File: src/rtl/core/bct_pkg.sv
// Shared types and constants for the bus contention timer.
`default_nettype none

package bct_pkg;

  localparam int unsigned TimeBitsDefault = 48;
  localparam int unsigned BytesW  = 13;
  localparam int unsigned CmdW    = 2;
  localparam int unsigned RatioW  = 8;
  localparam int unsigned WidthW  = 3;
  localparam int unsigned ArbW    = 8;
  localparam int unsigned CfgIdxW = 3;
  localparam int unsigned CfgDataW = 8;
  // Multiplier factor: arbitration plus rounded-up beats needs one bit over the size.
  localparam int unsigned FactorW = BytesW + 1;
  localparam int unsigned CostW   = RatioW + FactorW;

  localparam logic [FactorW-1:0] PktOverhead   = FactorW'(6);
  localparam logic [FactorW-1:0] PktWriteExtra = FactorW'(1);

  typedef enum logic [CmdW-1:0] {
    CmdReadReq  = 2'd0,
    CmdReadResp = 2'd1,
    CmdWriteReq = 2'd2
  } cmd_e;

  typedef enum logic [CfgIdxW-1:0] {
    CfgPacketBusMode   = 3'd0,
    CfgQueuingEnable   = 3'd1,
    CfgClockRatio      = 3'd2,
    CfgWidthLog2       = 3'd3,
    CfgArbitrationCyc  = 3'd4
  } cfg_idx_e;

  typedef struct packed {
    logic              packet_bus_mode;
    logic              queuing_enable;
    logic [RatioW-1:0] clock_ratio;
    logic [WidthW-1:0] width_log2;
    logic [ArbW-1:0]   arbitration_cycles;
  } cfg_t;

  typedef struct packed {
    logic [CostW-1:0] response;
    logic [CostW-1:0] service;
  } cost_t;

endpackage

`default_nettype wire

File: src/rtl/core/bus_contention_timer.sv
// A result reaches the outputs through the input register and then the result register.
// Throughput: one request per cycle while the result is not stalled; the bus-free-time and counter registers
// are read and rewritten in the same cycle, so each request sees the previous one.
// Request costs are multiplied out before the input register, the timeline
// update runs between the input register and the result register.
// Reset clears the pipeline, the timeline state and counters, and loads config defaults.
`default_nettype none

module bus_contention_timer #(
  parameter int unsigned TIME_BITS = bct_pkg::TimeBitsDefault
) (
  input  logic                           clk_i,
  input  logic                           rst_ni,
  input  logic                           cfg_we_i,
  input  logic [bct_pkg::CfgIdxW-1:0]    cfg_idx_i,
  input  logic [bct_pkg::CfgDataW-1:0]   cfg_wdata_i,
  input  logic                           in_valid_i,
  output logic                           in_stall_o,
  input  logic [TIME_BITS-1:0]           arrival_time_i,
  input  logic [bct_pkg::BytesW-1:0]     request_bytes_i,
  input  logic [bct_pkg::CmdW-1:0]       command_i,
  output logic                           out_valid_o,
  input  logic                           out_stall_i,
  output logic [TIME_BITS-1:0]           wait_cycles_o,
  output logic                           causality_error_o,
  output logic [31:0]                    request_total_o,
  output logic signed [TIME_BITS-1:0]    idle_total_o,
  output logic [TIME_BITS-1:0]           queued_total_o,
  output logic [TIME_BITS-1:0]           free_at_o
);
  import bct_pkg::*;

  cfg_t  cfg_q;
  cost_t cost_in;

  logic                 in_accept;
  logic                 advance;
  logic                 s1_valid_q;
  logic [TIME_BITS-1:0] s1_arrival_q;
  cost_t                s1_cost_q;

  logic                 out_valid_q;
  logic [TIME_BITS-1:0] wait_q, wait_d;
  logic                 err_q;

  logic [TIME_BITS-1:0]        bus_free_q, bus_free_d;
  logic [TIME_BITS-1:0]        last_arr_q, last_arr_d;
  logic [31:0]                 req_cnt_q, req_cnt_d;
  logic signed [TIME_BITS-1:0] idle_q, idle_d;
  logic [TIME_BITS-1:0]        queued_q, queued_d;

  logic                 late;
  logic                 busy;
  logic [TIME_BITS-1:0] gap;
  logic [TIME_BITS-1:0] response_ext;
  logic [TIME_BITS-1:0] service_ext;

  // Configuration registers.
  always_ff @(posedge clk_i or negedge rst_ni) begin
    if (!rst_ni) begin
      cfg_q.packet_bus_mode    <= 1'b0;
      cfg_q.queuing_enable     <= 1'b1;
      cfg_q.clock_ratio        <= RatioW'(1);
      cfg_q.width_log2         <= WidthW'(3);
      cfg_q.arbitration_cycles <= '0;
    end else if (cfg_we_i) begin
      case (cfg_idx_e'(cfg_idx_i))
        CfgPacketBusMode:  cfg_q.packet_bus_mode    <= cfg_wdata_i[0];
        CfgQueuingEnable:  cfg_q.queuing_enable     <= cfg_wdata_i[0];
        CfgClockRatio:     cfg_q.clock_ratio        <= cfg_wdata_i[RatioW-1:0];
        CfgWidthLog2:      cfg_q.width_log2         <= cfg_wdata_i[WidthW-1:0];
        CfgArbitrationCyc: cfg_q.arbitration_cycles <= cfg_wdata_i[ArbW-1:0];
        default: ;
      endcase
    end
  end

  bct_cost u_cost (
    .cfg_i           (cfg_q),
    .request_bytes_i (request_bytes_i),
    .command_i       (command_i),
    .cost_o          (cost_in)
  );

  // The input register may refill while a finished result is still stalled.
  assign advance    = !out_valid_q || !out_stall_i;
  assign in_stall_o = s1_valid_q && !advance;
  assign in_accept  = in_valid_i && !in_stall_o;

  always_ff @(posedge clk_i or negedge rst_ni) begin
    if (!rst_ni) begin
      s1_valid_q <= 1'b0;
    end else begin
      s1_valid_q <= in_accept || (s1_valid_q && !advance);
    end
  end

  always_ff @(posedge clk_i) begin
    if (in_accept) begin
      s1_arrival_q <= arrival_time_i;
      s1_cost_q    <= cost_in;
    end
  end

  // Timeline update.
  assign response_ext = TIME_BITS'(s1_cost_q.response);
  assign service_ext  = TIME_BITS'(s1_cost_q.service);
  assign late = s1_arrival_q < last_arr_q;
  assign busy = cfg_q.queuing_enable && (bus_free_q > s1_arrival_q);
  assign gap  = bus_free_q - s1_arrival_q;

  always_comb begin
    bus_free_d = bus_free_q;
    last_arr_d = last_arr_q;
    req_cnt_d  = req_cnt_q;
    idle_d     = idle_q;
    queued_d   = queued_q;
    wait_d     = '0;
    if (!late) begin
      last_arr_d = s1_arrival_q;
      req_cnt_d  = req_cnt_q + 32'd1;
      if (busy) begin
        queued_d   = queued_q + gap;
        bus_free_d = bus_free_q + service_ext;
        wait_d     = gap + response_ext;
      end else begin
        idle_d     = idle_q - $signed(gap);
        bus_free_d = s1_arrival_q + service_ext;
        wait_d     = response_ext;
      end
    end
  end

  always_ff @(posedge clk_i or negedge rst_ni) begin
    if (!rst_ni) begin
      out_valid_q <= 1'b0;
      bus_free_q  <= '0;
      last_arr_q  <= '0;
      req_cnt_q   <= '0;
      idle_q      <= '0;
      queued_q    <= '0;
    end else if (advance) begin
      out_valid_q <= s1_valid_q;
      if (s1_valid_q) begin
        bus_free_q <= bus_free_d;
        last_arr_q <= last_arr_d;
        req_cnt_q  <= req_cnt_d;
        idle_q     <= idle_d;
        queued_q   <= queued_d;
      end
    end
  end

  always_ff @(posedge clk_i) begin
    if (advance && s1_valid_q) begin
      wait_q <= wait_d;
      err_q  <= late;
    end
  end

  // State only moves together with the result register, so it doubles as the payload.
  assign out_valid_o       = out_valid_q;
  assign wait_cycles_o     = wait_q;
  assign causality_error_o = err_q;
  assign request_total_o   = req_cnt_q;
  assign idle_total_o      = idle_q;
  assign queued_total_o    = queued_q;
  assign free_at_o         = bus_free_q;

`ifndef ASSERT_OFF
  a_err_zero_wait: assert property (@(posedge clk_i) disable iff (!rst_ni)
    out_valid_o && causality_error_o |-> wait_cycles_o == '0)
    else $error("error result carries a nonzero wait");

  a_count_step: assert property (@(posedge clk_i) disable iff (!rst_ni)
    s1_valid_q && advance && !late |=> req_cnt_q == $past(req_cnt_q) + 32'd1)
    else $error("request counter did not step on an accepted request");

  a_arrival_order: assert property (@(posedge clk_i) disable iff (!rst_ni)
    s1_valid_q && advance |=> last_arr_q >= $past(last_arr_q))
    else $error("last arrival moved backward");

  a_hold_on_stall: assert property (@(posedge clk_i) disable iff (!rst_ni)
    out_valid_o && out_stall_i |=> $stable(bus_free_q) && $stable(req_cnt_q))
    else $error("timeline state changed under a stalled result");
`endif

endmodule

`default_nettype wire

File: src/rtl/core/bct_cost.sv
// Response and service time of one request from its size, kind and the bus setup.
`default_nettype none

module bct_cost (
  input  bct_pkg::cfg_t                cfg_i,
  input  logic [bct_pkg::BytesW-1:0]   request_bytes_i,
  input  logic [bct_pkg::CmdW-1:0]     command_i,
  output bct_pkg::cost_t               cost_o
);
  import bct_pkg::*;

  logic [FactorW-1:0] width_mask;
  logic [FactorW-1:0] ceil_beats;
  logic [FactorW-1:0] floor_beats;
  logic [FactorW-1:0] arb_ext;
  logic [FactorW-1:0] write_fac;
  logic [FactorW-1:0] resp_fac;
  logic [FactorW-1:0] serv_fac;

  assign width_mask  = (FactorW'(1) << cfg_i.width_log2) - FactorW'(1);
  assign ceil_beats  = (FactorW'(request_bytes_i) + width_mask) >> cfg_i.width_log2;
  assign floor_beats = FactorW'(request_bytes_i >> cfg_i.width_log2);
  assign arb_ext     = FactorW'(cfg_i.arbitration_cycles);
  assign write_fac   = PktOverhead + PktWriteExtra + floor_beats;

  always_comb begin
    if (cfg_i.packet_bus_mode) begin
      case (cmd_e'(command_i))
        CmdReadReq: begin
          resp_fac = PktOverhead;
          serv_fac = PktOverhead;
        end
        CmdReadResp: begin
          resp_fac = FactorW'(1);
          serv_fac = floor_beats;
        end
        CmdWriteReq: begin
          resp_fac = write_fac;
          serv_fac = write_fac;
        end
        default: begin
          // The unused code is timed as a write request.
          resp_fac = write_fac;
          serv_fac = write_fac;
        end
      endcase
    end else begin
      resp_fac = arb_ext + FactorW'(1);
      serv_fac = arb_ext + ceil_beats;
    end
  end

  assign cost_o.response = CostW'(cfg_i.clock_ratio) * CostW'(resp_fac);
  assign cost_o.service  = CostW'(cfg_i.clock_ratio) * CostW'(serv_fac);

endmodule

`default_nettype wire

File: config.mk
export PLATFORM = sky130hd
export DESIGN_NAME = bus_contention_timer
export DESIGN_NICKNAME = d
export VERILOG_FILES = /design/src/rtl/core/bct_pkg.sv /design/src/rtl/core/bus_contention_timer.sv /design/src/rtl/core/bct_cost.sv
export SDC_FILE = /design/constraint.sdc
export NUM_CORES = 2
export LEC_CHECK = 0
export BUFFER_PORTS_ARGS = -buffer_cell sky130_fd_sc_hd__buf_2
export CAP_MARGIN = 10
export CORE_UTILIZATION = 57
export CTS_BUF_LIST = sky130_fd_sc_hd__clkbuf_4
export DETAILED_ROUTE_END_ITERATION = 10
export HOLD_SLACK_MARGIN = 0.06
export PLACE_DENSITY = 0.8
export SYNTH_ARGS = -nofsm -noshare
export SYNTH_HDL_FRONTEND = slang
export SYNTH_HIERARCHICAL = 1
export SYNTH_SLANG_ARGS = --single-unit
File: constraint.sdc
create_clock -name clk_i -period 9.6 [get_ports clk_i]
set_input_delay 0.48 -clock clk_i [delete_from_list [all_inputs] [get_ports clk_i]]
set_output_delay 0.48 -clock clk_i [all_outputs]
set_load 0.05 [all_outputs]
==> metrics.csv <==
metric;value;unit
status;finished clean;
internal power;6.45;mW
Leak;20.6;nW
largest net degree at the start of global routing;146;
mux contribution to synthesized area;2.89;%
placed inst area;39600;µm²
largest family of logic cells by synthesized area;adder cells;
worst hold path type;in2async;
Primary FF master, synth;dfrtp_1;
CTS tree;done;
Ys Warns;6;
largest cells by area after synthesis;dfrtp_1 (16%), ha_1 (12%), edfxtp_1 (11%);
CP Capture Type;register;
WL per Instance;19.5;µm
final worst path period share;96.7;%
Tmin final;9.28;ns
clock root buffer;clkbuf_4;
CTS buffer count;107;
design area;41900;µm²
share of power burned in registers;19.3;%
Worst Path Required;10.21;ns
Netlist Area Pre-Place;37200;µm²
nets@finish;5239;
die area;66200;µm²
Psw;5.58;mW
Worst VDD drop;694;µV
Mean Syn Cell Area;8.71;µm²
Buffers on Ports;305;
Placer Congestion;1.00;
register area share after synthesis;28.0;%
DRT iter0 DRCs;2818;
Post-synth EDFFs;141;
DR vias;33400;
WHS;0.195;ns
DP HPWL;84200;µm
share of flip-flops with an asynchronous set or reset;63.7;%
Synth top area share;16.4;%
FF/Latch Area;10400;µm²
initial core utilization;57.7;%
critical path's slowest cell;fa_1;
CP max FO;8;
clock buffer depth;3;
switching part of the total;46.4;%
worst-margin pin slew;1.14;ns
commonest cells after routing, fill and taps aside;nand2_1 (510), inv_1 (416), ha_1 (346), o21ai_0 (308), buf_2 (305);
fmax;108;MHz
#FFs+latches synth;388;
WS Path Type;reg2reg;
Routed Antenna Nets;0;
antenna violations before repair;4;
Worst Path Arrival;9.89;ns
fillers;5481;
vias per cell;5.94;
Power Total;12.0;mW
Synth Area in Simple Gates;17.2;%
row cnt;93;
Syn Inst Count;4266;
Logic pwr share;68.1;%
Compound-Gate Fraction of Synth Area;19.6;%
Final Hold Vio Count;0;
layout cells sized above 1;14.9;%
Setup violations, final;0;
Clock Latency Late Sink;0.93;ns
gr ovfl total;0;
Multi-input gate area;24800;µm²
Num Clock Sinks;388;
Die Width;257;µm
Slew Limit Fails;0;
First-pass DRT Iterations;6;
# DRC;0;
WP buf/inv;6;
first-pass GRT wire length;171000;µm
count of different cell masters after synthesis;119;
Crit path max-delay family;adder cells;
DRT Wirelength;109000;µm
XOR/XNOR Fraction of Synth Area;6.49;%
die height;257;µm
Area Growth Syn to Fin;12.8;%
Layout Skew;0.0947;ns
io pins;306;
Max-Cap Viols;0;
CP dominant cell by count;fa_1;
crit start category;register;
Pwr Density;287;nW/µm²
total track usage;32.2;%
clock network fraction of design power;12.7;%
Core Area;64500;µm²
H-tree depth;3;
vias in the first global route;31900;
crit-path max cell delay;0.56;ns
Synth area leader;dfrtp_1;
Net Count, Synth;4844;
Adder-Cell Fraction of Synth Area;19.8;%
Slew headroom;23.9;%
clock transition at the registers of the reported paths;0.06;ns
most common cell after layout, fill and taps aside;nand2_1;
[cell type report]
class,instances,share of cell area (%)
tap,855,2.55
clock buffer,161,2.88
multi-input combinational,3303,59.1
sequential,388,24.9
antenna,6,0.0358
inverter,426,3.81
timing repair buffer,435,6.40
clock inverter,37,0.376
[state kept, by name, indices dropped and copies added, names as in the netlist, 32 cells and up]
signal	cells
last_arr_q	48
queued_total_o	48
free_at_o	48
request_total_o	32
s1_arrival_q	48
wait_cycles_o	48
idle_total_o	48
[repair_timing]
item,4_1_cts,5_1_grt
hold buffers,65,0
endpoints found under the setup margin,2,9
resized for setup,2,37
endpoints found under the hold margin,169,0
pin swaps,0,10
buffers inserted,0,15
[power groups by stage]
stage | Sequential [mW] | Clock [mW] | Combinational [mW]
floorplan | 2.30 | 0 | 6.05
global placement | 2.35 | 0 | 7.48
detailed placement | 2.35 | 0 | 7.80
CTS | 2.32 | 1.55 | 7.86
global route | 2.33 | 1.64 | 9.13
finish | 2.32 | 1.52 | 8.19
[cells in the mapped netlist, drive strengths merged (114+ instances only)]
| cell type | instances |
|---|---|
| inv | 421 |
| dfrtp | 243 |
| a21oi | 290 |
| a21o | 120 |
| clkbuf | 114 |
| xnor2 | 164 |
| fa | 151 |
| ha | 348 |
| nand2 | 512 |
| nor2 | 242 |
| edfxtp | 141 |
| o21ai | 329 |
[through the flow]
step / util (%) / TNS (ns) / setup slack, ns / cells
floorplan: - / 0 / 0.0504 / 4266
global placement: 61.4 / 0 / 0.159 / 5327
detailed placement: 61.4 / 0 / 0.00232 / 5327
CTS: 64.6 / 0 / 0.0899 / 5590
global route: 65.0 / -0.108 / -0.0614 / 5611
finish: 65.0 / 0 / 0.315 / 5611
[final timing paths]
kind	start	cells past startpoint	slack [ns]	to
setup / recovery	cfg_q[10]	37	0.32	s1_cost_q[21]
hold / removal	rst_ni	2	0.20	queued_total_o[35]
setup reg to reg	cfg_q[10]	37	0.32	s1_cost_q[21]
hold reg to reg	queued_total_o[47]	1	0.47	queued_total_o[47]
max in group asynchronous	rst_ni	3	7.85	free_at_o[9]
min in group clk_i	arrival_time_i[36]	2	0.28	s1_arrival_q[36]
[routing by layer]
layer | part of all wire [%] | global-route usage [%] | routed length (µm) | vias up
li1 | - | - | - | 15900
met3 | 6.8 | 5.39 | 7400 | 273
met2 | 48 | 54.8 | 52900 | 1279
met4 | 4.2 | 13.5 | 4530 | 0
met1 | 41 | 40.4 | 44300 | 15900
met5 | 0 | 0 | 0 | -
[logic make-up after synthesis]
| kind of cell | after synthesis |
|---|---|
| compound gates | 1131 |
| xor+xnor | 267 |
| fa+ha+maj | 499 |
| buf+inv | 575 |
| flops | 388 |
| mux | 89 |
| simple gates | 1317 |
No activity file was read; power rests on OpenSTA's default activity.
